[src/rtl/pbam_fifo.sv]
// Small register FIFO with the head shown combinationally.
module pbam_fifo #(
    parameter int WIDTH = 8,
    parameter int DEPTH = 4
) (
    input  logic             clk,
    input  logic             rst_n,
    input  logic             push,
    input  logic [WIDTH-1:0] wdata,
    output logic             full,
    input  logic             pop,
    output logic [WIDTH-1:0] rdata,
    output logic             empty
);

    localparam int PTR_W = $clog2(DEPTH);
    localparam int CNT_W = $clog2(DEPTH + 1);

    logic [WIDTH-1:0] slot_reg [DEPTH];
    logic [PTR_W-1:0] wr_ptr_reg, wr_ptr_next;
    logic [PTR_W-1:0] rd_ptr_reg, rd_ptr_next;
    logic [CNT_W-1:0] count_reg, count_next;
    logic             do_push, do_pop;

    assign full    = (count_reg == CNT_W'(DEPTH));
    assign empty   = (count_reg == '0);
    assign do_push = push && !full;
    assign do_pop  = pop && !empty;
    assign rdata   = slot_reg[rd_ptr_reg];

    always_comb
    begin
        wr_ptr_next = wr_ptr_reg;
        rd_ptr_next = rd_ptr_reg;
        count_next  = count_reg;
        if (do_push)
        begin
            wr_ptr_next = (wr_ptr_reg == PTR_W'(DEPTH - 1)) ? '0 : wr_ptr_reg + 1'b1;
        end
        if (do_pop)
        begin
            rd_ptr_next = (rd_ptr_reg == PTR_W'(DEPTH - 1)) ? '0 : rd_ptr_reg + 1'b1;
        end
        if (do_push && !do_pop)
        begin
            count_next = count_reg + 1'b1;
        end
        else if (do_pop && !do_push)
        begin
            count_next = count_reg - 1'b1;
        end
    end

    always_ff @(posedge clk or negedge rst_n)
    begin
        if (!rst_n)
        begin
            wr_ptr_reg <= '0;
            rd_ptr_reg <= '0;
            count_reg  <= '0;
        end
        else
        begin
            wr_ptr_reg <= wr_ptr_next;
            rd_ptr_reg <= rd_ptr_next;
            count_reg  <= count_next;
        end
    end

    always_ff @(posedge clk)
    begin
        if (do_push)
        begin
            slot_reg[wr_ptr_reg] <= wdata;
        end
    end

endmodule

[config.mk]
export PLATFORM = sky130hd
export DESIGN_NAME = pbam_fifo
export DESIGN_NICKNAME = d
export VERILOG_FILES = /design/src/rtl/pbam_fifo.sv
export SDC_FILE = /design/constraint.sdc
export NUM_CORES = 1
export LEC_CHECK = 0
export ABC_AREA = 1
export BUFFER_PORTS_ARGS = -buffer_cell sky130_fd_sc_hd__buf_2
export CAP_MARGIN = 10
export CORE_MARGIN = 2
export CORE_UTILIZATION = 30
export DETAILED_ROUTE_END_ITERATION = 12
export PLACE_DENSITY = 0.48
export REMOVE_ABC_BUFFERS = 1
export SYNTH_ARGS = -nofsm -noshare
export SYNTH_HDL_FRONTEND = slang
export SYNTH_SLANG_ARGS = --single-unit
[constraint.sdc]
create_clock -name clk -period 4.93 [get_ports clk]
set_input_delay 0.986 -clock clk [delete_from_list [all_inputs] [get_ports clk]]
set_output_delay 0.986 -clock clk [all_outputs]
set_load 0.1 [all_outputs]
### Yosys cells after proc, flatten, opt, wreduce, memory -nomap -nowiden

Memories as Yosys holds them, arrays and structs flattened.
Index checks and enable logic that the tools add are counted.

* bitwise logic cells: 0
* mux-type cells: 6
* $lt $le $gt $ge: 0
* reduce and logical (&&, ||, !) cells: 10
* divide/modulo/power cells: 0
* $mul: 0
* $add $sub $neg: 4
* shift operators: 0
* equal/unequal tests: 3

Operators by type and width (count)
* 3-bit 2-to-1 mux: 2
* 2-bit by 1-bit adder with 2-bit output (second input constant): 2
* 2-bit equality test (second input constant): 2
* 1-bit logical AND: 4
* 1-bit zero test: 4
* 2-bit 2-to-1 mux: 2
* 3-bit by 1-bit adder with 3-bit output (second input constant): 1
* 3-bit equality test (second input constant): 1
* 3-bit zero test: 1
* 3-bit by 1-bit subtractor with 3-bit output (second input constant): 1
* 1-bit 2-to-1 mux: 2
* 2-bit nonzero test: 1

* bits in read-only memories: 0
* output and inout port bits: 10
* bits in registers: 7
* word-level logic and storage cells: 27
* bits of input ports: 12
* bits in writable memories: 32
* bits in latches: 0
* memories: 1

Memories
* slot_reg: depth 4, width 8, read ports 1, clocked after Yosys merged registers in 0, wr ports 1, line 19 `logic [WIDTH-1:0] slot_reg [DEPTH];`

### Logic depth before layout (Yosys ltp)

Gate-level depths: netlist of run 1.

* depth after elaboration: 7
* gate-level depth with buffers: 12
* mapped depth without buffers: 12

### Worst setup path before layout of run 1

OpenSTA, ideal clock, no wires.

* path kind: register to output
* start point: reg rd_ptr_reg[0]
* end point: out rdata[0]
* arrival: 1414 ps
* cell stages (with the launch flop): 6
* path buffers: 2
* path slack: 2530 ps
* path through: dfrtp_1 > buf_6 > buf_6 > nand2_1 > o211ai_1 > nand2_1

* cells in the longest elaborated chain, start to end: 1

RTL lines
* from (decl): line 21 `logic [PTR_W-1:0] rd_ptr_reg, rd_ptr_next;`
* from (signal assigned): line 65 `rd_ptr_reg <= rd_ptr_next;`
* memory read 4 x 8 bit
* to (decl): line 12 `output logic [WIDTH-1:0] rdata,`

No other way between the ends.

### Final worst setup path of run 1

* start point: reg rd_ptr_reg[0]
* end point: out rdata[4]

Same word-level chain as after synthesis.

==> results of run 1 <==
-- worst min path at each step --
stage            startpoint      endpoint  slack [ps]
2_1_floorplan  count_reg[2]  count_reg[2]         460
4_1_cts        count_reg[2]  count_reg[2]         500
3_3_place_gp   count_reg[2]  count_reg[2]         480
3_5_place_dp   count_reg[2]  count_reg[2]         490
5_1_grt               rst_n  count_reg[1]         520
6_report       count_reg[2]  count_reg[2]         500
-- layout by cell type, fill, tap and decap left out --
| cell | instances |
|---|---|
| clkinv_2 | 1 |
| nand2_2 | 1 |
| ha_1 | 6 |
| nand3_1 | 7 |
| nand2_1 | 38 |
| inv_1 | 31 |
| fa_1 | 1 |
| clkbuf_8 | 5 |
| inv_2 | 1 |
| edfxtp_1 | 32 |
| xnor2_1 | 1 |
| o21ai_0 | 1 |
| o211ai_2 | 1 |
| dfrtp_1 | 7 |
| buf_2 | 21 |
| o211ai_1 | 15 |
| clkbuf_1 | 2 |
| nor2_1 | 6 |
| nand4_1 | 1 |
-- logic make-up (layout without fill, tap and decap cells) --
| family | after synthesis | after routing | synth area share (%) |
|---|---|---|---|
| AO/OA/AOI/OAI | 17 | 17 | 7.40 |
| XOR/XNOR | 1 | 1 | 0.498 |
| adder cells (fa/ha/maj) | 7 | 7 | 5.41 |
| buffers and inverters | 37 | 61 | 10.0 |
| flip-flops | 39 | 39 | 64.6 |
| AND/OR/NAND/NOR | 53 | 53 | 12.1 |
-- layout make-up --
type | count | share of cell area [%]
multi-input combinational | 78 | 22.6
timing repair buffer | 21 | 5.31
clock buffer | 7 | 3.86
tap | 72 | 4.55
sequential | 39 | 57.4
clock inverter | 1 | 0.253
inverter | 32 | 6.07
-- cells in the mapped netlist --
cell      number  share of area [%]
inv_2          1               0.21
fa_1           1                1.1
buf_6          5                3.2
ha_1           6                4.3
o21ai_0        1               0.28
nand4_1        1               0.36
nand2_2        1               0.36
nand2_1       38                8.1
nor2_1         6                1.3
inv_1         31                6.6
xnor2_1        1               0.50
nand3_1        7                2.0
o211ai_1      15                6.4
edfxtp_1      32                 55
o211ai_2       1               0.71
dfrtp_1        7                 10
-- metrics by stage --
step                      std cells  cell area [µm²]  setup slack, ps  hold WS [ps]
after floorplan                 149             1700             2260           463
after global routing            250             1980             1730           518
after CTS                       250             1980             1860           502
after detailed placement        242             1900             2180           487
after global placement          242             1900             2240           475
final                           250             1980             1880           497
-- worst max-delay path, stage by stage, from the launching register on --
cell      delay [ps]
dfrtp_1         1020
o211ai_1         200
nand2_1          130
buf_2            430
-- routing by layer --
layer	share of wire (%)	GRT usage, %	vias up
li1	-	-	547
met3	4.4	3.03	4
met2	50	16.8	19
met5	0	0	-
met4	1.2	6.10	0
met1	44	12.1	510
==> flow_metrics.env, run 1 <==
export IMPL_status="finished clean"
export IMPL_htree_levels=2
export IMPL_io_pins=22
export IMPL_cts_setup_buffers=0
export IMPL_fin_crit_sh_pct=61.8
export IMPL_cts_made_buffers=5
export IMPL_synth_avg_cell_area_um2=11.4
export IMPL_n_antenna_cell=0
export IMPL_vias_per_cell=4.32
export IMPL_multiInputGateArea_um2=447
export IMPL_drive_gt1_share_pct=16.9
export IMPL_fp_dieH_um=80.6
export IMPL_crit_start="rd_ptr_reg[0]"
export IMPL_max_slew_worst_pin_slew_ps=1020
export IMPL_first_pass_iters=4
export IMPL_clockBufferDepth=2
export IMPL_setup_viol=0
export IMPL_insertion_delay_ps=280
export IMPL_core_um2=5570
export IMPL_max_cap_viol_count=0
export IMPL_placementRows=27
export IMPL_cts_tree="done"
export IMPL_worstSetupPathType="flip-flop to primary output"
export IMPL_timing_rr_end="count_reg[1]"
export IMPL_largest_reg_flops=32
export IMPL_start_kind="flip-flop"
export IMPL_final_hold_viol_count=0
export IMPL_synthDistinctLibCells=16
export IMPL_syn_inst=154
export IMPL_die_w_um=80.6
export IMPL_grt_max_degree=36
export IMPL_drt_first_iter_violations=65
export IMPL_design_die_area_um2=6490
export IMPL_path_clk_slew_ps=70
export IMPL_max_freq_mhz=328
export IMPL_wl_per_cell_um=12.0
export IMPL_cp_max_fo=35
export IMPL_r2r_start="count_reg[0]"
export IMPL_rsz0062_at_grt="false"
export IMPL_dpl_hpwl_um=2140
export IMPL_fin_setup_tns_ps=0
export IMPL_rr_worst_depth=9
export IMPL_holdPathStages=2
export IMPL_n_fill_cell=570
export IMPL_antenna_found_initial=0
export IMPL_gp_congestion=0.743
export IMPL_finalCriticalPeriod_ps=3050
export IMPL_drcViolationCount=0
export IMPL_worstSetupEndpoint="rdata[4]"
export IMPL_fin_worst_skew_ps=3.16
export IMPL_synthToLayoutAreaGrowth_pct=12.5
export IMPL_yosys_warnings=0
export IMPL_track_usage_pct=10.4
export IMPL_worstPathRequired_ps=3940
export IMPL_maxSlewViolCount=0
export IMPL_wl_um=3010
export IMPL_io_buffers=21
export IMPL_postLayoutCoreUtil_pct=35.5
export IMPL_synth_area_um2=1760
export IMPL_num_vias=1080
export IMPL_start_util_pct=31.6
export IMPL_hold_path_class="flip-flop to flip-flop"
export IMPL_final_antenna_net_count=0
export IMPL_endpoint_kind="primary output"
export IMPL_ff_latch_area_um2=1140
export IMPL_grt_overflow=0
export IMPL_grt_pass1_wl_um=4770
export IMPL_ctsRootBufferMaster="clkbuf_8"
export IMPL_grt_pass1_vias=1013
export IMPL_finalNetCount=196
export IMPL_yosysSeqAreaShare_pct=64.6
export IMPL_critical_path_arrival_ps=2060
export IMPL_maxSlewHeadroom_pct=32.2
export IMPL_ctsHoldBuffers=0
export IMPL_ys_seq_elements=39
export IMPL_r2r_setup_slack_ps=3050
export IMPL_cts_resized=0
export IMPL_clock_sinks=39
Power of run 1 is left out: the tool's default activity adds up to more than one toggle a clock period on the data nets, which glitch-free logic cannot reach.
==> run 2: changes to the inputs <==
--- a/config.mk
+++ b/config.mk
@@ -11,7 +11,7 @@
 export CORE_MARGIN = 2
 export CORE_UTILIZATION = 30
 export DETAILED_ROUTE_END_ITERATION = 12
-export PLACE_DENSITY = 0.48
+export PLACE_DENSITY = 0.49
 export REMOVE_ABC_BUFFERS = 1
 export SYNTH_ARGS = -nofsm -noshare
 export SYNTH_HDL_FRONTEND = slang
==> constraint.sdc (replaced) <==
create_clock -name clk -period 2.5 [get_ports clk]
set_input_delay 0.5 -clock clk [delete_from_list [all_inputs] [get_ports clk]]
set_output_delay 0.5 -clock clk [all_outputs]
set_load 0.1 [all_outputs]
==> run 2 against run 1 <==
Critical path depth rose by 1. Flip-flop and latch count stayed put. Largest cell class unchanged. Worst setup slack worse by 1500 ps. Critical endpoint is now rdata[5]. Cell count grew 2.4%. Critical path type unchanged. Sequential share of layout area shrank 3.1 points. Design area rose by 5.6%.
==> flow_metrics.env, run 2 (synthesis results as in run 1) <==
export IMPL_final_hold_viol_count=0
export IMPL_dpl_instance_area_um2=1960
export IMPL_place_inst=248
export IMPL_grt_pass1_wl_um=5040
export IMPL_fin_worst_skew_ps=7.70
export IMPL_layout_common_cells="nand2_1, edfxtp_1, inv_1, buf_2, o211ai_1"
export IMPL_drive_gt1_share_pct=20.1
export IMPL_grt_max_degree=33
export IMPL_rsz0062_at_grt="false"
export IMPL_path_clk_slew_ps=70
export IMPL_fin_setup_tns_ps=0
export IMPL_cts_made_buffers=5
export IMPL_final_antenna_net_count=0
export IMPL_timing_rr_end="count_reg[2]"
export IMPL_cp_slowest_stage_delay_ps=420
export IMPL_finalNetCount=202
export IMPL_worstSetupPathType="flip-flop to primary output"
export IMPL_dpl_hpwl_um=2190
export IMPL_cts_resized=0
export IMPL_worstPathRequired_ps=2000
export IMPL_start_util_pct=31.6
export IMPL_r2r_setup_slack_ps=630
export IMPL_die_w_um=80.6
export IMPL_cp_cell_sequence="buf_4 > o211ai_1 > nand2_1 > buf_2"
export IMPL_start_kind="flip-flop"
export IMPL_stdcell_area_um2=2090
export IMPL_wl_um=3150
export IMPL_clock_sinks=39
export IMPL_status="finished clean"
export IMPL_max_cap_viol_count=0
export IMPL_core_um2=5570
export IMPL_drt_first_iter_violations=45
export IMPL_io_pins=22
export IMPL_synthToLayoutAreaGrowth_pct=18.8
export IMPL_design_die_area_um2=6490
export IMPL_rr_worst_depth=11
export IMPL_htree_levels=2
export IMPL_hold_path_class="input pin to asynchronous set/reset pin"
export IMPL_vias_per_cell=4.32
export IMPL_finalCriticalPeriod_ps=2140
export IMPL_holdWs_ps=37.7
export IMPL_crit_start="rd_ptr_reg[0]"
export IMPL_first_pass_iters=4
export IMPL_r2r_start="count_reg[0]"
export IMPL_grt_overflow=0
export IMPL_cts_setup_buffers=0
export IMPL_endpoint_kind="primary output"
export IMPL_fp_dieH_um=80.6
export IMPL_io_buffers=21
export IMPL_drcViolationCount=0
export IMPL_largest_reg_flops=32
export IMPL_ctsHoldBuffers=0
export IMPL_cp_max_fo=32
export IMPL_placementRows=27
export IMPL_clockBufferDepth=2
export IMPL_max_slew_worst_pin_slew_ps=488
export IMPL_ctsRootBufferMaster="clkbuf_8"
export IMPL_maxSlewViolCount=0
export IMPL_crit_slowest_cell="buf_2"
export IMPL_antenna_found_initial=0
export IMPL_critical_path_arrival_ps=1640
export IMPL_cts_tree="done"
export IMPL_worstSetupEndpoint="rdata[5]"
export IMPL_wl_per_cell_um=12.3
export IMPL_num_vias=1105
export IMPL_insertion_delay_ps=290
export IMPL_fin_crit_sh_pct=85.5
export IMPL_max_freq_mhz=468
export IMPL_setup_viol=0
export IMPL_track_usage_pct=10.8
export IMPL_grt_pass1_vias=1078
export IMPL_stdcell_count=256
export IMPL_maxSlewHeadroom_pct=67.7
export IMPL_gp_congestion=0.766
export IMPL_n_antenna_cell=0
export IMPL_final_common_cell="nand2_1"
==> run 2: worst min-delay path by stage <==
| stage | startpoint | to | slack [ps] | cells after the start |
|---|---|---|---|---|
| after floorplan | rst_n | count_reg[0] | 200 | 0 |
| after global placement | rst_n | count_reg[2] | 340 | 1 |
| after detailed placement | rst_n | count_reg[2] | 350 | 1 |
| after CTS | rst_n | count_reg[2] | 40 | 1 |
| after global routing | rst_n | count_reg[2] | 30 | 1 |
| final | rst_n | count_reg[2] | 40 | 1 |
==> run 2: layout make-up <==
type / instances / area (µm²)
Inverter: 32 / 120
Clock buffer: 6 / 72.6
Timing Repair Buffer: 27 / 165
Fill cell: 573 / 3480
Clock inverter: 2 / 60.1
Multi-Input combinational cell: 78 / 447
Tap cell: 72 / 90.1
Sequential cell: 39 / 1140
==> run 2: stage by stage <==
step | setup WS [ps] | util, %
5_1_grt | 219 | 37.5
3_5_place_dp | 632 | 35.1
3_3_place_gp | 686 | 35.1
4_1_cts | 333 | 37.5
2_1_floorplan | 315 | -
6_report | 363 | 37.5
==> run 2: worst max-delay path, delay by kind of cell (launching register included) <==
kind / cells / cell delay [ps]
AOI/OAI and AO/OA: 1 / 150
and+or+nand+nor: 1 / 80
DFF: 1 / 390
buffers and inverters: 2 / 740
==> run 2: per-layer routing <==
layer / vias to the layer above / part of all wire [%] / GRT usage, %
met5: - / 0 / 0
met4: 0 / 1.9 / 4.58
met3: 6 / 4.7 / 3.60
met2: 24 / 50 / 17.5
met1: 514 / 44 / 13.0
li1: 561 / - / -
Power of run 2 is left out for the same reason.
