**config.mk**
```make
export PLATFORM = sky130hd
export DESIGN_NAME = pbam_front
export DESIGN_NICKNAME = d
export VERILOG_FILES = /design/src/rtl/pbam_pkg.sv /design/src/rtl/pbam_front.sv
export SDC_FILE = /design/constraint.sdc
export NUM_CORES = 1
export LEC_CHECK = 0
export BUFFER_PORTS_ARGS = -buffer_cell sky130_fd_sc_hd__buf_2
export CAP_MARGIN = 10
export CORE_MARGIN = 1.5
export CORE_UTILIZATION = 56
export CTS_CLUSTER_DIAMETER = 100
export DETAILED_ROUTE_END_ITERATION = 6
export GPL_TIMING_DRIVEN = 0
export PLACE_DENSITY = 0.89
export SKIP_CTS_REPAIR_TIMING = 1
export SYNTH_ARGS = -nofsm -noshare
export SYNTH_HDL_FRONTEND = slang
export SYNTH_SLANG_ARGS = --single-unit
```
**constraint.sdc**
```tcl
create_clock -name clk -period 5.7 [get_ports clk]
set_input_delay 0 -clock clk [delete_from_list [all_inputs] [get_ports clk]]
set_output_delay 0 -clock clk [all_outputs]
set_load 0.005 [all_outputs]
```
**src/rtl/pbam_pkg.sv**
```systemverilog
// Package of the pixel block ASCII mapper: payload types, codes and constants.
package pbam_pkg;

    localparam int COL_W     = 11;
    localparam int ROW_W     = 12;
    localparam int CFG_IDX_W = 1;
    localparam int CFG_DATA_W = 12;
    localparam int SUM_W     = 20;

    localparam logic [CFG_IDX_W-1:0] CFG_FRAME_WIDTH  = 1'd0;
    localparam logic [CFG_IDX_W-1:0] CFG_FRAME_HEIGHT = 1'd1;

    localparam logic [COL_W-1:0] FRAME_WIDTH_RESET  = 11'd640;
    localparam logic [ROW_W-1:0] FRAME_HEIGHT_RESET = 12'd480;

    // Gray = (r+g+b)/3 through an exact reciprocal for sums below 1024.
    localparam int GRAY_SUM_W  = 10;
    localparam int GRAY_SHIFT  = 12;
    localparam int GRAY_RECIP  = 1366;
    localparam int GRAY_PROD_W = 21;

    // Glyph index = avg*27/255, limited to the last table entry.
    localparam int GLYPH_COUNT = 28;
    localparam int IDX_SCALE   = GLYPH_COUNT - 1;
    localparam int GRAY_MAX    = 255;
    localparam int IDX_W       = 5;
    localparam int AVG_W       = 9;
    localparam int AVG_CLAMP   = (GLYPH_COUNT * GRAY_MAX + IDX_SCALE - 1) / IDX_SCALE;
    localparam int IDX_SHIFT   = 17;
    localparam int IDX_RECIP   = (IDX_SCALE * (1 << IDX_SHIFT) + GRAY_MAX - 1) / GRAY_MAX;
    localparam int IDX_RECIP_W = 14;

    localparam int MID_DEPTH = 4;
    localparam int OUT_DEPTH = 8;
    localparam int CRED_W    = $clog2(OUT_DEPTH + 1);

    localparam logic [7:0] GLYPH_TABLE [GLYPH_COUNT] = '{
        "@", "#", "W", "$", "9", "8", "7", "6", "5", "4",
        "3", "2", "1", "0", "?", "!", "a", "b", "c", ";",
        ":", "+", "=", "-", ",", ".", "_", " "
    };

    typedef struct packed {
        logic [7:0] red;
        logic [7:0] green;
        logic [7:0] blue;
        logic       frame_start;
    } pixel_t;

    typedef struct packed {
        logic [7:0] glyph;
        logic       row_end;
    } result_t;

    // One classified pixel that lies inside a tile that is kept.
    typedef struct packed {
        logic [7:0]       gray;
        logic [COL_W-1:0] tile_col;
        logic             tile_start;
        logic             tile_end;
        logic             row_end;
    } work_t;

endpackage

```
**src/rtl/pbam_front.sv**
```systemverilog
// Front end: frame registers, raster counters, gray conversion and tile classification.
module pbam_front #(
    parameter int BLOCK          = 6,
    parameter int MAX_BLOCK_COLS = 256
) (
    input  logic                               clk,
    input  logic                               rst_n,
    input  logic                               cfg_valid,
    input  logic [pbam_pkg::CFG_IDX_W-1:0]     cfg_index,
    input  logic [pbam_pkg::CFG_DATA_W-1:0]    cfg_data,
    input  logic                               accept,
    input  pbam_pkg::pixel_t                   pixel,
    output logic                               work_push,
    output pbam_pkg::work_t                    work
);

    localparam int COL_W = pbam_pkg::COL_W;
    localparam int ROW_W = pbam_pkg::ROW_W;
    localparam int CX_W  = $clog2(BLOCK);

    logic [COL_W-1:0] frame_width_reg;
    logic [ROW_W-1:0] frame_height_reg;

    logic [COL_W-1:0] col_reg, col_next;
    logic [CX_W-1:0]  cx_reg, cx_next;
    logic [COL_W-1:0] tcol_reg, tcol_next;
    logic [COL_W-1:0] cbase_reg, cbase_next;
    logic [ROW_W-1:0] row_reg, row_next;
    logic [CX_W-1:0]  ry_reg, ry_next;
    logic [ROW_W-1:0] rbase_reg, rbase_next;

    logic [COL_W-1:0] cur_col, cur_tcol, cur_cbase, w_eff;
    logic [CX_W-1:0]  cur_cx, cur_ry;
    logic [ROW_W-1:0] cur_row, cur_rbase, h_eff;
    logic             col_wrap, row_wrap, col_ok, row_ok, last_tile;

    logic [pbam_pkg::GRAY_SUM_W-1:0]  gray_sum;
    logic [pbam_pkg::GRAY_PROD_W-1:0] gray_prod;

    assign gray_sum = pbam_pkg::GRAY_SUM_W'(pixel.red) + pbam_pkg::GRAY_SUM_W'(pixel.green)
                    + pbam_pkg::GRAY_SUM_W'(pixel.blue);
    assign gray_prod = pbam_pkg::GRAY_PROD_W'(gray_sum)
                     * pbam_pkg::GRAY_PROD_W'(pbam_pkg::GRAY_RECIP);

    always_comb
    begin
        // Frame start restarts the counters before this pixel is placed.
        cur_col   = pixel.frame_start ? '0 : col_reg;
        cur_cx    = pixel.frame_start ? '0 : cx_reg;
        cur_tcol  = pixel.frame_start ? '0 : tcol_reg;
        cur_cbase = pixel.frame_start ? '0 : cbase_reg;
        cur_row   = pixel.frame_start ? '0 : row_reg;
        cur_ry    = pixel.frame_start ? '0 : ry_reg;
        cur_rbase = pixel.frame_start ? '0 : rbase_reg;

        w_eff = (frame_width_reg == '0) ? COL_W'(1) : frame_width_reg;
        h_eff = (frame_height_reg == '0) ? ROW_W'(1) : frame_height_reg;

        col_wrap = ((COL_W + 1)'(cur_col) + (COL_W + 1)'(1)) >= (COL_W + 1)'(w_eff);
        row_wrap = ((ROW_W + 1)'(cur_row) + (ROW_W + 1)'(1)) >= (ROW_W + 1)'(h_eff);

        col_ok = ((COL_W + 1)'(cur_cbase) + (COL_W + 1)'(BLOCK) <= (COL_W + 1)'(w_eff))
              && ((COL_W + 1)'(cur_tcol) < (COL_W + 1)'(MAX_BLOCK_COLS));
        row_ok = (ROW_W + 1)'(cur_rbase) + (ROW_W + 1)'(BLOCK) <= (ROW_W + 1)'(h_eff);

        last_tile = ((COL_W + 1)'(cur_tcol) + (COL_W + 1)'(1)
                        == (COL_W + 1)'(MAX_BLOCK_COLS))
                 || ((COL_W + 1)'(cur_cbase) + (COL_W + 1)'(2 * BLOCK)
                        > (COL_W + 1)'(w_eff));

        col_next   = col_reg;
        cx_next    = cx_reg;
        tcol_next  = tcol_reg;
        cbase_next = cbase_reg;
        row_next   = row_reg;
        ry_next    = ry_reg;
        rbase_next = rbase_reg;

        if (accept)
        begin
            row_next   = cur_row;
            ry_next    = cur_ry;
            rbase_next = cur_rbase;
            if (col_wrap)
            begin
                col_next   = '0;
                cx_next    = '0;
                tcol_next  = '0;
                cbase_next = '0;
                if (row_wrap)
                begin
                    row_next   = '0;
                    ry_next    = '0;
                    rbase_next = '0;
                end
                else
                begin
                    row_next = cur_row + 1'b1;
                    if (cur_ry == CX_W'(BLOCK - 1))
                    begin
                        ry_next    = '0;
                        rbase_next = cur_rbase + ROW_W'(BLOCK);
                    end
                    else
                    begin
                        ry_next = cur_ry + 1'b1;
                    end
                end
            end
            else
            begin
                col_next   = cur_col + 1'b1;
                tcol_next  = cur_tcol;
                cbase_next = cur_cbase;
                if (cur_cx == CX_W'(BLOCK - 1))
                begin
                    cx_next    = '0;
                    tcol_next  = cur_tcol + 1'b1;
                    cbase_next = cur_cbase + COL_W'(BLOCK);
                end
                else
                begin
                    cx_next = cur_cx + 1'b1;
                end
            end
        end
    end

    // Drop pixels of partial or excess tiles here; only kept pixels go on.
    assign work_push       = accept && col_ok && row_ok;
    assign work.gray       = gray_prod[pbam_pkg::GRAY_SHIFT +: 8];
    assign work.tile_col   = cur_tcol;
    assign work.tile_start = (cur_cx == '0) && (cur_ry == '0);
    assign work.tile_end   = (cur_cx == CX_W'(BLOCK - 1)) && (cur_ry == CX_W'(BLOCK - 1));
    assign work.row_end    = last_tile;

    always_ff @(posedge clk or negedge rst_n)
    begin
        if (!rst_n)
        begin
            frame_width_reg  <= pbam_pkg::FRAME_WIDTH_RESET;
            frame_height_reg <= pbam_pkg::FRAME_HEIGHT_RESET;
            col_reg          <= '0;
            cx_reg           <= '0;
            tcol_reg         <= '0;
            cbase_reg        <= '0;
            row_reg          <= '0;
            ry_reg           <= '0;
            rbase_reg        <= '0;
        end
        else
        begin
            if (cfg_valid)
            begin
                case (cfg_index)
                    pbam_pkg::CFG_FRAME_WIDTH:  frame_width_reg  <= cfg_data[COL_W-1:0];
                    pbam_pkg::CFG_FRAME_HEIGHT: frame_height_reg <= cfg_data[ROW_W-1:0];
                    default: ;
                endcase
            end
            col_reg   <= col_next;
            cx_reg    <= cx_next;
            tcol_reg  <= tcol_next;
            cbase_reg <= cbase_next;
            row_reg   <= row_next;
            ry_reg    <= ry_next;
            rbase_reg <= rbase_next;
        end
    end

endmodule

```
# Yosys cells after proc, flatten, opt, wreduce, memory -nomap -nowiden
# Cells that the tools add are included.
# op_classes
n_mul	1
n_addsub	15
order_cmp	6
muxes	24
n_bitwise	1
n_eq_ne	3
reduce_logical	12
# op_table
op	n
2-to-1 mux 11 bit	9
2-to-1 mux 12 bit	8
adder 11 x 1 -> 12 bit (second input constant)	2
adder 11 x 1 -> 11 bit (second input constant)	2
2-to-1 mux 3 bit	7
multiplier 10 x 10 -> 19 bit (second input constant)	1
adder 12 x 1 -> 13 bit (second input constant)	1
adder 12 x 3 -> 13 bit (second input constant)	1
greater-or-equal comparator 13 x 12 -> 1 bit	1
<= comparator 13 x 12 -> 1 bit	1
adder 11 x 3 -> 12 bit (second input constant)	1
adder 11 x 4 -> 12 bit (second input constant)	1
adder 12 x 1 -> 12 bit (second input constant)	1
adder 12 x 3 -> 12 bit (second input constant)	1
equality test 12 x 9 -> 1 bit (second input constant)	1
greater-or-equal comparator 12 x 11 -> 1 bit	1
greater-than comparator 12 x 11 -> 1 bit	1
<= comparator 12 x 11 -> 1 bit	1
zero test 12 bit	1
adder 11 x 3 -> 11 bit (second input constant)	1
zero test 11 bit	1
< comparator 11 x 9 -> 1 bit (second input constant)	1
adder 9 x 8 -> 10 bit	1
adder 8 x 8 -> 9 bit	1
7 further kinds	15
# totals
reg_bits	86
input_bits	42
elab_cells	71

# Depth between registers and ports, before layout
# Gate-level depths: netlist of the first run.
# depth
ltp_word	6
mapped_depth	27

# Least setup slack after synthesis of the first run
# OpenSTA, ideal clock, no wires.
# synth_path
kind	input-to-output
from	input port pixel[2] (netlist bit)
to	output port work[21] (netlist bit)
stages	25
setup_slack_ps	-383
required_time_ps	5700
arrival_time_ps	6083
cell_sequence	inv_1 fa_1 inv_1 ha_1 inv_1 fa_1 nor2b_1 o21ai_0 a21boi_0 o21bai_1 a21boi_0 ha_1 ha_1 inv_1 fa_1 inv_1 fa_1 ha_1 ha_1 a211o_1 a2111oi_0 o21ai_1 a21o_1 o41a_1 xnor2_1
# synth_rtl
item	line	text
start, declared	pbam_front.sv:12	input pbam_pkg::pixel_t pixel,
end, declared	pbam_front.sv:14	output pbam_pkg::work_t work

==> qor.csv, run 1 <==
metric,value,unit
outcome,finished with violations,
violations,negative setup slack,
avgSynthCellArea,8.962,sq um
clk_pin_slew,0.06,ns
start_util,57.10,%
core,15150,sq um
slew_viol_final,0,
critPathRequiredTime,5.70,ns
arrival,6.16,ns
setup_slack,-0.4642,ns
rows,45,
worst_pin_slew,1.038,ns
cp-end-kind,output port,
utilization,66.03,%
n_antenna_cell,0,
synthFlopType,dfrtp_1,
dp.cells,1217,
yosysWarnings,0,
root_buffer,clkbuf_16,
yosysUniqueCellTypes,72,
ant_nets,0,
hp-class,input port to asynchronous set/reset pin,
synthArstFlopShare,100.0,%
peakVddDrop,1277,uV
clock_path_buffers,2,
io_buffers,63,
power_density,679.6,nW/um^2
grt_pass1_vias,7698,
area_growth,15.64,%
yosysSeqAreaShare,24.97,%
crit_fanout,3,
p_leak,0.004729,uW
cts.htree.levels,3,
place_hpwl,17300,um
max_cap_viol_count,0,
finClkSkew,0.004221,ns
setup_viol,7,
nFillCells,1146,
ioPinCount,65,
period_needed,6.164,ns
stdcell_area,10000,sq um
die_w,127.3,um
grt_max_degree,65,
via_per_inst,6.278,
clk_latency,0.34,ns
fmaxAchievable,162.2,MHz
vias,7885,
ys_ff_latch,86,
report.power.total,6796,uW
finalHoldViolCount,0,
drt_iter0_drc,700,
synthCells,965,
cts_tree,yes,
grt_antenna_before_repair,0,
critical_path_class,input port to output port,
rsz0062_at_grt,true,
final_common_cell,ha_1,
dieArea,16200,sq um
globalRouteTotalUtil,28.88,%
critPathLaunchType,input port,
synth_edf_count,0,
routed_wl,23590,um
gp_congestion,0.9480,
gr-total-overflow,0,
grt_first_pass_wirelength,37370,um
post_dp_cell_area,9238,sq um
dieHeight,127.3,um
clock-sinks,86,
postSynthNetCount,1169,
slew_headroom,30.01,%
drc_errors,0,
drive_gt1_share,15.54,%
routedWlPerCell,18.78,um
nets,1267,
period_share,108.1,%
drtPass1Iterations,6,
instances_no_fill,1256,
final_cell_mix,"ha_1, dfrtp_1, inv_1",
syn_area,8648,sq um
cts_made_buffers,9,
[cell type report]
type	instances	area, sq um	share of cell area, %
Sequential cell	86	2160	21.59
Multi-Input combinational cell	755	6200	61.99
Clock buffer	11	232.7	2.327
Tap cell	188	235.2	2.352
Inverter	87	334.1	3.340
Buffer	37	155.1	1.551
Timing Repair Buffer	87	576.8	5.768
Clock inverter	5	107.6	1.076
[where the power goes]
group	switching (uW)	internal [uW]
combinational	2830	2610
clock	253	431
sequential	27.4	647
total	3110	3690
[metal layers]
metal  global-route usage [%]  share of wire, %  vias up  wire [um]
li1                         -                 -     3634          -
met5                        0                 0        -          0
met3                    6.114               8.4       84       1971
met4                    12.50               3.5        0        830
met1                    38.35                41     3772       9706
met2                    45.76                47      395      11080
[Yosys cell counts, drive strengths merged, types with 14 or more instances]
| cell type | count | area, sq um |
|---|---|---|
| a21o | 17 | 127.6 |
| a21oi | 49 | 249.0 |
| a22o | 24 | 210.2 |
| and3 | 14 | 87.58 |
| clkbuf | 29 | 108.9 |
| dfrtp | 80 | 2002 |
| fa | 30 | 600.6 |
| ha | 132 | 1652 |
| inv | 87 | 326.6 |
| nand2 | 70 | 265.3 |
| nand2b | 28 | 175.2 |
| nand3 | 30 | 155.1 |
| nand4 | 14 | 93.84 |
| nor2 | 61 | 231.5 |
| nor2b | 33 | 206.5 |
| nor3 | 19 | 105.1 |
| o21ai | 44 | 220.2 |
| xnor2 | 27 | 236.5 |
| xor2 | 27 | 236.5 |
[worst paths after layout]
path                                  from            endpoint  slack, ns  depth (start not counted)
worst max-delay path              pixel[3]            work[21]      -0.46                         24
worst min-delay path                 rst_n         tcol_reg[8]       0.10                          2
worst max register to register  row_reg[0]       rbase_reg[11]       1.25                         14
worst min register to register   cx_reg[1]           cx_reg[1]       0.49                          1
max in group asynchronous            rst_n  frame_width_reg[7]       4.92                          3
min in group clk                 cfg_index  frame_width_reg[0]       0.10                          3
[logic make-up after synthesis]
kind of cell,count (synthesis),synth area share (%)
adder cells (fa/ha/maj),162,26.04
AND/OR/NAND/NOR,308,18.68
XOR/XNOR,54,5.469
buffers and inverters,124,5.570
multiplexers,18,2.271
flip-flops,86,24.97
AO/OA/AOI/OAI,213,17.00
[per-stage QoR]
step                      hold WS (ns)  setup slack, ns  TNS (ns)
after global placement          0.2289          -0.7109    -3.341
after floorplan                -0.2956          0.01049         0
after CTS                      -0.4352          -0.8640    -4.593
after global routing            0.1166          -0.6790    -3.062
final                           0.1031          -0.4642    -1.761
after detailed placement      -0.07672          -0.8231    -4.286
[worst max-delay path, cell delays in order]
cell and delay (ns):
buf_2 0.12, fa_1 0.50, ha_1 0.30, a21o_1 0.13
a21oi_2 0.06, o21ai_0 0.26, a21oi_2 0.12, buf_4 0.15
xnor2_1 0.37, ha_1 0.33, ha_4 0.23, fa_1 0.50
fa_1 0.54, inv_2 0.05, fa_1 0.50, inv_1 0.05
ha_2 0.16, a211o_1 0.30, a2111oi_4 0.45, o21ai_2 0.16
a21o_1 0.21, o41a_1 0.39, xnor2_1 0.13, buf_2 0.12
Power figures use the tool's default switching activity.
==> run 2, diff against run 1 <==
--- a/config.mk
+++ b/config.mk
@@ -12,6 +12,7 @@
 export CTS_CLUSTER_DIAMETER = 100
 export DETAILED_ROUTE_END_ITERATION = 6
 export GPL_TIMING_DRIVEN = 0
+export MAX_ROUTING_LAYER = met4
 export PLACE_DENSITY = 0.89
 export SKIP_CTS_REPAIR_TIMING = 1
 export SYNTH_ARGS = -nofsm -noshare
==> run 2 against run 1 <==
The flow still finishes with violations (negative setup slack). Clock skew up 0.0022 ns. Via count grew 1.4%. Register-to-register slack improved by 0.14 ns. Total power decreased by 1.2%. Sequential cell count stayed put. Sequential power hardly changed. First-iteration DRC count down 14%. Clock power decreased by 9.5%. Worst setup slack got worse by 0.076 ns. Sequential share of layout area up 0.26 points. Cell count fell by 0.24%. Largest cell class unchanged. Largest power group unchanged. Highest routed layer unchanged.
==> qor.csv, run 2 (synthesized netlist as in run 1, its figures left out) <==
metric,value,unit
hold_ws,0.07822,ns
cts_made_buffers,9,
clock_path_buffers,2,
crit_family,adder cells,
gr-total-overflow,0,
io_buffers,63,
setup_tns,-2.344,ns
grt_antenna_before_repair,0,
clk_latency,0.36,ns
hp-class,input port to asynchronous set/reset pin,
root_buffer,clkbuf_16,
slowest_stage,fa_1,
critical_path_depth,23,
core,15150,sq um
start_util,57.10,%
setup_viol,8,
grt_max_degree,66,
grt_first_pass_wirelength,37410,um
setup.worst_path.start,pixel[3],
cp-end-kind,output port,
area_growth,14.28,%
outcome,finished with violations,
n_antenna_cell,0,
crit_chain,"buf_2, fa_1, ha_1, a21o_1, a21oi_2, o21ai_0, a21oi_2, o21ai_0, xor2_1, buf_4, ha_1, ha_1, fa_1, fa_1, fa_1, ha_4, a211o_1, a2111oi_4, o21ai_2, a21o_1, o41a_1, xnor2_1, buf_2",
drc_errors,0,
globalRouteTotalUtil,29.84,%
crit_fanout,3,
final_cell_mix,"ha_1, inv_1, dfrtp_1",
routedWlPerCell,19.00,um
gp_congestion,0.9565,
cts.htree.levels,3,
crit_path_frequent_cell,fa_1,
rr_startpoint,row_reg[0],
drive_gt1_share,14.65,%
routed_wl,23810,um
fmaxAchievable,160.2,MHz
post_dp_cell_area,9238,sq um
arrival,6.24,ns
slew_viol_final,0,
final_common_cell,ha_1,
crit_end,work[21],
period_needed,6.241,ns
r2r-end,rbase_reg[6],
path_buf_inv,3,
clock-sinks,86,
p_leak,0.004696,uW
utilization,65.25,%
worst_pin_slew,1.159,ns
critPathRequiredTime,5.70,ns
critical_path_class,input port to output port,
grt_pass1_vias,7676,
multi_input_area,6162,sq um
violations,negative setup slack,
slew_headroom,21.88,%
die_w,127.3,um
vias,7993,
ant_nets,0,
critPathLaunchType,input port,
drtPass1Iterations,5,
stdcell_area,9883,sq um
clk_pin_slew,0.06,ns
finalHoldViolCount,0,
dpl_worst_slack,-0.8539,ns
nFillCells,1132,
place_hpwl,17580,um
rsz0062_at_grt,true,
drt_iter0_drc,599,
power_density,679.6,nW/um^2
seqCellArea,2160,sq um
max_cap_viol_count,0,
rows,45,
dieArea,16200,sq um
rr_worst_depth,14,
ff2ff_setup_slack,1.39,ns
slowest_delay,0.55,ns
period_share,109.5,%
via_per_inst,6.379,
finClkSkew,0.006457,ns
setup_slack,-0.5406,ns
dieHeight,127.3,um
peakVddDrop,834.3,uV
ioPinCount,65,
cts_tree,yes,
nets,1264,
-- run 2: worst register-to-register path, delay by kind of cell (launching register included) --
| kind | cells | cell delay (ns) |
|---|---|---|
| flip-flops | 1 | 0.43 |
| buffers and inverters | 1 | 0.43 |
| AND/OR/NAND/NOR | 5 | 1.28 |
| AO/OA/AOI/OAI | 6 | 1.46 |
| adder cells (fa/ha/maj) | 2 | 0.61 |
-- run 2: stage by stage --
step	total power, uW	std cells
3_3_place_gp	4835	1216
4_1_cts	5740	1233
6_report	6717	1253
3_5_place_dp	5086	1217
5_1_grt	7292	1253
2_1_floorplan	3743	965
-- run 2: power by group --
part / internal, uW / leakage [uW] / switching [uW]
Sequential: 647 / 0.00114 / 29.8
Combinational: 2560 / 0.00341 / 2860
Clock: 344 / 0.000147 / 273
-- run 2: cell type report --
class	instances	share of cell area (%)
plain buffers	37	1.570
clock buffers	9	2.279
clock inverters	7	0.7849
inverters	87	3.304
multi-input cells	755	62.35
flip-flops and latches	86	21.85
well taps	188	2.380
repair buffers	84	5.482
-- run 2: worst min path at each step --
| stage | slack (ns) | cells past startpoint | endpoint |
|---|---|---|---|
| finish | 0.08 | 2 | tcol_reg[8] |
| global route | 0.10 | 3 | frame_width_reg[0] |
| CTS | -0.45 | 1 | col_reg[9] |
| detailed placement | -0.08 | 1 | tcol_reg[8] |
| global placement | 0.23 | 3 | frame_width_reg[1] |
| floorplan | -0.30 | 0 | cbase_reg[0] |
-- run 2: per-layer routing --
layer / up-vias / global-route usage, % / routed length [um]
li1: 3627 / - / -
met1: 3854 / 37.72 / 9731
met2: 415 / 46.65 / 11360
met3: 97 / 6.616 / 1852
met4: 0 / 12.10 / 867
met5: - / - / 0
